File: src/rtl/core/gef_pkg.sv
`timescale 1ns / 1ps
// ----------------------------------------------------------------------------
// gef_pkg
// Shared types and constants of the gradient edge enhance filter.
// ----------------------------------------------------------------------------
package gef_pkg;

    localparam int MAX_WIDTH = 4096;
    localparam int COL_W     = $clog2(MAX_WIDTH);
    localparam int CHAN_W    = 8;
    localparam int PIX_W     = 3 * CHAN_W;
    localparam int IMG_W     = 13;
    localparam int CMP_W     = (IMG_W > COL_W + 1) ? IMG_W : COL_W + 1;
    localparam int CFG_IDX_W = 3;
    localparam int CFG_DAT_W = 13;
    localparam int THR_BASE  = 100;
    localparam int CHAN_MAX  = 255;

    // request kinds
    localparam logic REQ_PIXEL = 1'b0;
    localparam logic REQ_DRAIN = 1'b1;

    // filter modes
    localparam logic MODE_ENHANCE = 1'b0;
    localparam logic MODE_LINE    = 1'b1;

    typedef enum logic [CFG_IDX_W-1:0] {
        CFG_FILTER_MODE = 3'd0,
        CFG_EDGE_LEVEL  = 3'd1,
        CFG_SENSITIVITY = 3'd2,
        CFG_GRAY_MODE   = 3'd3,
        CFG_IMAGE_WIDTH = 3'd4
    } t_cfg_idx;

    typedef struct packed {
        logic              req_type;
        logic [CHAN_W-1:0] chan_red;
        logic [CHAN_W-1:0] chan_green;
        logic [CHAN_W-1:0] chan_blue;
    } t_in_item;

    typedef struct packed {
        logic [CHAN_W-1:0] out_red;
        logic [CHAN_W-1:0] out_green;
        logic [CHAN_W-1:0] out_blue;
        logic              frame_done;
    } t_out_item;

    typedef struct packed {
        logic              filter_mode;
        logic [CHAN_W-1:0] edge_level;
        logic [CHAN_W-1:0] sensitivity;
    } t_filt_cfg;

    typedef struct packed {
        logic             wr_en;
        logic             rd_en;
        logic [COL_W-1:0] wr_addr;
        logic [COL_W-1:0] rd_addr_cur;
        logic [COL_W-1:0] rd_addr_right;
        logic [PIX_W-1:0] wr_data;
    } t_lb_req;

endpackage

File: src/rtl/core/gef_chan_filter.sv
`timescale 1ns / 1ps
// ----------------------------------------------------------------------------
// gef_chan_filter
// Gradient threshold and level shift for one 8-bit channel.
// ----------------------------------------------------------------------------
module gef_chan_filter (
    input  gef_pkg::t_filt_cfg         i_cfg,
    input  logic [gef_pkg::CHAN_W-1:0] i_cur,
    input  logic [gef_pkg::CHAN_W-1:0] i_right,
    input  logic [gef_pkg::CHAN_W-1:0] i_below,
    output logic [gef_pkg::CHAN_W-1:0] o_value
);

    logic signed [9:0] w_d_right;
    logic signed [9:0] w_d_below;
    logic signed [9:0] w_abs_right;
    logic signed [9:0] w_abs_below;
    logic        [8:0] w_grad;
    logic signed [9:0] w_thr;
    logic              w_edge;
    logic              w_neg;
    logic signed [9:0] w_shift;
    logic        [7:0] w_sat;

    assign w_d_right   = $signed({2'b00, i_cur}) - $signed({2'b00, i_right});
    assign w_d_below   = $signed({2'b00, i_cur}) - $signed({2'b00, i_below});
    assign w_abs_right = w_d_right[9] ? -w_d_right : w_d_right;
    assign w_abs_below = w_d_below[9] ? -w_d_below : w_d_below;
    assign w_grad      = {1'b0, w_abs_right[7:0]} + {1'b0, w_abs_below[7:0]};
    assign w_thr       = $signed(10'(gef_pkg::THR_BASE)) - $signed({2'b00, i_cfg.sensitivity});
    assign w_edge      = $signed({1'b0, w_grad}) > w_thr;
    assign w_neg       = w_d_right[9] | w_d_below[9];
    assign w_shift     = w_neg ? $signed({2'b00, i_cur}) - $signed({2'b00, i_cfg.edge_level})
                               : $signed({2'b00, i_cur}) + $signed({2'b00, i_cfg.edge_level});

    // clamp to 0..255
    always_comb begin
        if (w_shift[9]) begin
            w_sat = '0;
        end else if (w_shift[8]) begin
            w_sat = 8'(gef_pkg::CHAN_MAX);
        end else begin
            w_sat = w_shift[7:0];
        end
    end

    always_comb begin
        if (i_cfg.filter_mode == gef_pkg::MODE_LINE) begin
            o_value = w_edge ? '0 : 8'(gef_pkg::CHAN_MAX);
        end else begin
            o_value = w_edge ? w_sat : i_cur;
        end
    end

endmodule

File: config.mk
export PLATFORM = sky130hd
export DESIGN_NAME = gef_chan_filter
export DESIGN_NICKNAME = d
export VERILOG_FILES = /design/src/rtl/core/gef_pkg.sv /design/src/rtl/core/gef_chan_filter.sv
export SDC_FILE = /design/constraint.sdc
export NUM_CORES = 1
export LEC_CHECK = 0
export BUFFER_PORTS_ARGS = -buffer_cell sky130_fd_sc_hd__clkbuf_2
export CAP_MARGIN = 20
export CORE_MARGIN = 2
export CORE_UTILIZATION = 60
export DETAILED_ROUTE_END_ITERATION = 8
export GPL_TIMING_DRIVEN = 0
export PLACE_DENSITY = 0.81
export SYNTH_ARGS = -nofsm -noshare
export SYNTH_HDL_FRONTEND = slang
export SYNTH_SLANG_ARGS = --single-unit
File: constraint.sdc
create_clock -name vclk -period 6.3
set_input_delay 0.63 -clock vclk [all_inputs]
set_output_delay 0.63 -clock vclk [all_outputs]
set_load 0.01 [all_outputs]
==> results.md, run 1 <==
* Period Utilization, post-route at 96.93%
* Origin of the worst min-delay path: i_cur[0]
* WHS Endpoint: o_value[0]
* Area Growth Syn to Fin at 22.51%
* Row count at 23
* Initial antenna violation count at 0
* Die X at 69.64 um
* Startpoint types: input port
* Final WS setup at 0.1936 ns
* Port bufs at 48
* Vias per inst at 6.022
* Pre-antenna DRT Iters at 5
* Final cell count without fillers at 496
* Gpl congestion at 0.8427
* DRT iter0 DRCs at 268
* Power per cell area at 243.8 mW/mm2
* CP Class: input port to output port
* Share of cells above drive strength 1 at 22.65%
* Worst Tran Pin Value at 0.6675 ns
* Worst hold-check path type: input port to output port
* Layout Nets at 545
* Die area at 0.004849 mm2
* Synth unique cells at 56
* Initial Util at 63.26%
* Number of global-route vias before repair at 2662
* Total Routing Usage GR at 28.23%
* Multi-input gate area at 0.002459 mm2
* Critical Path Start: i_cur[0]
* Worst Path Max Fanout at 5
* Max cap viols at 0
* Slowest cell on crit path: a311oi_4
* DRT Wirelength at 7.388 mm
* Required time worst endpoint at 5.67 ns
* Largest net degree at the start of global routing at 11
* Crit path top cell by count: ha_1
* First-pass GRT wire length at 11.67 mm
* Total power at 772.1 uW
* FF+latch area at 0 um2
* Avg Synthesized Cell Area at 6.930 um2
* Final HPWL DP at 5.436 mm
* Vias at 2987
* Inserted Diodes at 0
* RSZ-0062 raised after global routing: false
* Die Y-Extent at 69.64 um
* Max Freq at 0.1638 GHz
* Critical Path Max Stage Delay at 0.37 ns
* Syn Std Cell Area at 0.002585 mm2
* Core area at 0.004086 mm2
* Slew headroom at 54.92%
* Leading area contributor after synthesis: ha_1
* Number of routed nets with antenna violations at 0
* Routed WL per cell at 14.90 um
* Overflow after GRT at 0
* Layout clock buffers at 0
* Hold depth at 4
* Crit path capture type: output port
* Fill count at 331
* Top Family by Delay on Critical Path: compound AO/OA/AOI/OAI gates
* Boundary Pins at 49
* FFs & Latches at 0
* Buf/Inv on CP at 6
* Finish-stage setup viols at 0
* Synth warn at 0
* Worst EP arrival at 5.48 ns
* Dpl ws at -0.3842 ns
* Hold WS at 1.655 ns
* Final instance area at 0.003167 mm2
* Sequential area share after synthesis at 0%
* Post-Synthesis Cells at 373
* Top cells by area, synth: ha_1 (25%), xnor2_1 (7.5%), inv_1 (7.0%)
* Peak VDD IR at 0.0001973 V
* DP Cell Count at 471
* CTS Hold Bufs at 0
* Lkg Pwr at 0.001601 uW
* DP Area at 0.002888 mm2
* Post-route DRC at 0
* Fin. Hold Viols at 0
* Max-slew violation count at 0
* Minimum clock period at 6.106 ns
* Status: finished, final reports clean
* Synth Net Count at 470
* Top-area cell type share of the netlist area at 24.69%
## placed cells by master, fill, tap and decap left out, types with 3 or more instances in the layout
cell type,n
a211oi_1,4
a21o_1,6
a21oi_1,25
a21oi_2,3
and3_1,5
buf_2,3
buf_4,26
clkbuf_1,4
clkbuf_2,45
fa_1,3
ha_1,51
inv_1,47
nand2_1,16
nand2b_1,5
nand3_1,7
nand4_1,3
nor2_1,37
nor2b_1,8
nor3_1,5
o21a_1,9
o21ai_0,30
o21ai_1,6
o21bai_1,3
o31a_1,4
xnor2_1,22
xor2_1,12
## what timing repair did
action	4_1_cts	5_1_grt
gates cloned	0	1
setup buffers	16	9
pin swaps	2	10
endpoints found under the setup margin	8	8
gates resized for setup	6	26
## report_power, final
part | switching (uW) | internal (uW)
registers | 0 | 0
logic | 418 | 354
clock network | 0 | 0
## final cells by class
class / count / area share, %
multi-input cells: 318 / 77.64
inverters: 49 / 5.808
plain buffers: 5 / 0.7112
well taps: 50 / 1.976
repair buffers: 74 / 13.87
## layer usage
metal  GRT usage, %  vias to the layer above  part of all wire (%)
li1               -                     1485                     -
met1          39.65                     1348                    45
met2          47.97                      140                    46
met3          1.890                       14                   6.9
met4          4.701                        0                   1.7
met5              0                        -                     0
## cells by family after synthesis
logic type | count (synthesis) | synth area share (%)
AOI/OAI and AO/OA | 118 | 29.86
xor gates and xnor gates | 34 | 11.52
adders and majority gates | 56 | 28.56
buffers and inverters | 55 | 8.034
muxes | 4 | 1.597
and+or+nand+nor | 106 | 20.43
## cell usage after synthesis (2+ instances only)
master / count
and3_1: 5
o2111ai_1: 2
nor3b_1: 2
a21o_1: 6
nor4_1: 2
o221a_2: 2
ha_1: 51
a211oi_1: 4
o31ai_1: 2
clkbuf_1: 5
o21a_1: 9
mux2i_1: 3
nand3b_1: 2
o31a_1: 4
o21bai_1: 3
xor2_1: 12
a31oi_1: 3
and4_1: 3
nand3_1: 7
a21oi_1: 28
nand2_1: 17
o21ai_0: 35
o211ai_1: 2
and2_1: 2
or2_2: 4
nor3_1: 5
inv_1: 48
nor2_1: 38
nand4_1: 3
xnor2_1: 22
nor2b_1: 9
nand2b_1: 5
fa_1: 5
## per-stage QoR
stage	TNS, ns	util, %
after floorplan	0	-
after global routing	0	77.50
after global placement	-2.350	70.67
after CTS	0	74.19
after detailed placement	-2.960	70.67
final	0	77.50
## how the worst max path moves through the flow
stage / cells after the start / to / slack [ns]
CTS: 27 / o_value[5] / 0.007
detailed placement: 26 / o_value[6] / -0.38
floorplan: 25 / o_value[5] / 0.53
global placement: 28 / o_value[7] / -0.31
finish: 26 / o_value[7] / 0.19
global route: 28 / o_value[6] / 0.007
Power figures use the tool's default switching activity.
==> run 2: changes to the inputs <==
Settings changed: ABC_AREA from default to 0, CORE_UTILIZATION 60 to 54, PLACE_DENSITY 0.81 to 0.77.
Clock period 6.3 ns to 5.6 ns, I/O delays scaled along.
==> run 2 against run 1 <==
Against the previous run:
- the run now ends with negative setup slack left
- flip-flop and latch count is the same
- final cell count up 2.4%
- worst setup slack worse by 0.44 ns
- wire length shrank 1.7%
- critical path depth up 3
- global-route usage decreased by 0.068 points
==> results.md, run 2 (synthesis gave the netlist of run 1 again) <==
* Share of cells above drive strength 1 at 25.99% (+3.3 points)
* Pre-antenna DRT Iters at 5 (unchanged)
* Failing checks: negative setup slack
* Max cap viols at 0 (unchanged)
* Layout Nets at 553 (+1.5%)
* CP Class: input port to output port
* Slowest cell on crit path: fa_2
* Worst Tran Pin Value at 0.6599 ns (-0.007534 ns)
* Slew headroom at 55.43% (+0.51 points)
* Boundary Pins at 49 (unchanged)
* Status: complete, but fails checks
* Die X at 73.19 um (+5.1%)
* Net load switching power at 482.9 uW (+15%)
* Vias per inst at 5.860 (-2.7%)
* Period Utilization, post-route at 104.4%
* Number of routed nets with antenna violations at 0 (unchanged)
* Inserted Diodes at 0 (unchanged)
* Die area at 0.005357 mm2 (+10%)
* Fin util at 70.85% (-6.6 points)
* Die Y-Extent at 73.19 um (+5.1%)
* Switching Share at 51.94% (-2.3 points)
* Most common cell after layout, fill and taps aside: ha_1
* FFs & Latches at 0 (unchanged)
* Worst Path Max Fanout at 5 (unchanged)
* Routed WL per cell at 14.30 um (-4.0%)
* Crit path capture type: output port
* Total power at 929.7 uW (+20%)
* Port bufs at 48 (unchanged)
* Internal Power at 446.8 uW (+26%)
* Final instance area at 0.003302 mm2 (+4.3%)
* Power per cell area at 281.6 mW/mm2 (+15%)
* Lkg Pwr at 0.001665 uW (+4.0%)
* Gpl congestion at 0.9355 (+11%)
* Fill count at 395 (+19%)
* Row count at 25 (+8.7%)
* Worst hold-check path type: input port to output port
* Overflow after GRT at 0 (unchanged)
* Top Family by Delay on Critical Path: compound AO/OA/AOI/OAI gates
* Critical Path Max Stage Delay at 0.37 ns (about the same)
* Commonest cells after routing, fill and taps aside: ha_1 (50), inv_1 (46), clkbuf_2 (41)
* Number of global-route vias before repair at 2777 (+4.3%)
* Initial antenna violation count at 0 (unchanged)
* Largest net degree at the start of global routing at 11 (unchanged)
* Layout clock buffers at 0 (unchanged)
* First-pass GRT wire length at 12.36 mm (+5.9%)
* Sequential Power Share at 0% (unchanged)
* DRT iter0 DRCs at 282 (+5.2%)
* Post-route DRC at 0 (unchanged)
* Clk pwr share at 0% (unchanged)
* FF+latch area at 0 um2 (unchanged)
* Max-slew violation count at 0 (unchanged)
* Area Growth Syn to Fin at 27.73%
* Multi-input gate area at 0.002500 mm2 (+1.7%)
* Peak VDD IR at 0.0002249 V (+14%)
* Core area at 0.004661 mm2 (+14%)
* RSZ-0062 raised after global routing: true
* Initial Util at 55.46% (-7.8 points)
* DRT Wirelength at 7.266 mm (-1.7%)
* Final WS setup at -0.2460 ns (-0.4395 ns)
* Worst EP arrival at 5.29 ns (-0.19 ns)
* Minimum clock period at 5.846 ns
* Vias at 2977 (-0.33%)
* Final HPWL DP at 5.259 mm (-3.3%)
* Buf/Inv on CP at 7 (+1)
* Total Routing Usage GR at 28.16% (-0.068 points)
* Comb power frac at 100.0% (about the same)
* Required time worst endpoint at 5.04 ns (-0.63 ns)
* Max Freq at 0.1711 GHz
* Fin. Hold Viols at 0 (unchanged)
* Startpoint types: input port
* DP Area at 0.002898 mm2 (+0.35%)
* Finish-stage setup viols at 8 (+8)
-- run 2: cell count changes in the layout (fill, tap and decap cells not counted), moves of 2 or more --
cell / before / now
buf_4: 26 / 32
o21ai_0: 30 / 26
o21ai_1: 6 / 8
o21ai_2: 0 / 2
nor2_4: 0 / 2
buf_2: 3 / 7
clkbuf_2: 45 / 41
-- run 2: metrics by stage --
stage	setup WS [ns]	setup TNS [ns]	hold WS (ns)	std cells
after floorplan	0.02428	0	1.272	373
after global placement	-0.8450	-6.631	1.504	475
after detailed placement	-0.9726	-7.566	1.520	475
after CTS	-0.09536	-0.6884	1.558	504
after global routing	-0.4274	-3.155	1.565	508
final	-0.2460	-1.671	1.553	508
-- run 2: cell type report --
class	count	area share [%]
Buffer	5	0.6821
Inverter	49	5.798
Multi-Input combinational cell	318	75.71
Tap cell	54	2.046
Timing Repair Buffer	82	15.76
-- run 2: final timing paths --
path                 start  slack [ns]    endpoint  depth (start not counted)
setup / recovery  i_cur[0]       -0.25  o_value[5]                         29
hold / removal    i_cur[5]        1.55  o_value[5]                          4
-- run 2: tightest hold or removal path, delay by kind of cell --
kind            cells  cell delay [ns]
buf+inv             2             0.28
compound gates      2             0.15
-- run 2: power by group through the flow --
stage	registers, uW	logic [uW]	clock network [uW]
after CTS	0	885	0
after global routing	0	1030	0
after detailed placement	0	726	0
after floorplan	0	551	0
final	0	930	0
after global placement	0	705	0
-- run 2: routing by layer --
layer | track usage, % | share of wire [%] | vias up
met3 | 2.762 | 7.4 | 14
li1 | - | - | 1492
met2 | 47.65 | 46 | 118
met5 | 0 | 0 | -
met4 | 2.881 | 1.8 | 0
met1 | 39.78 | 45 | 1353
-- run 2: timing repair --
item,CTS,global route
pin swaps,24,12
resized for setup,42,12
gates cloned,1,0
setup buffers,29,5
endpoints found under the setup margin,8,8
hold buffers,0,0
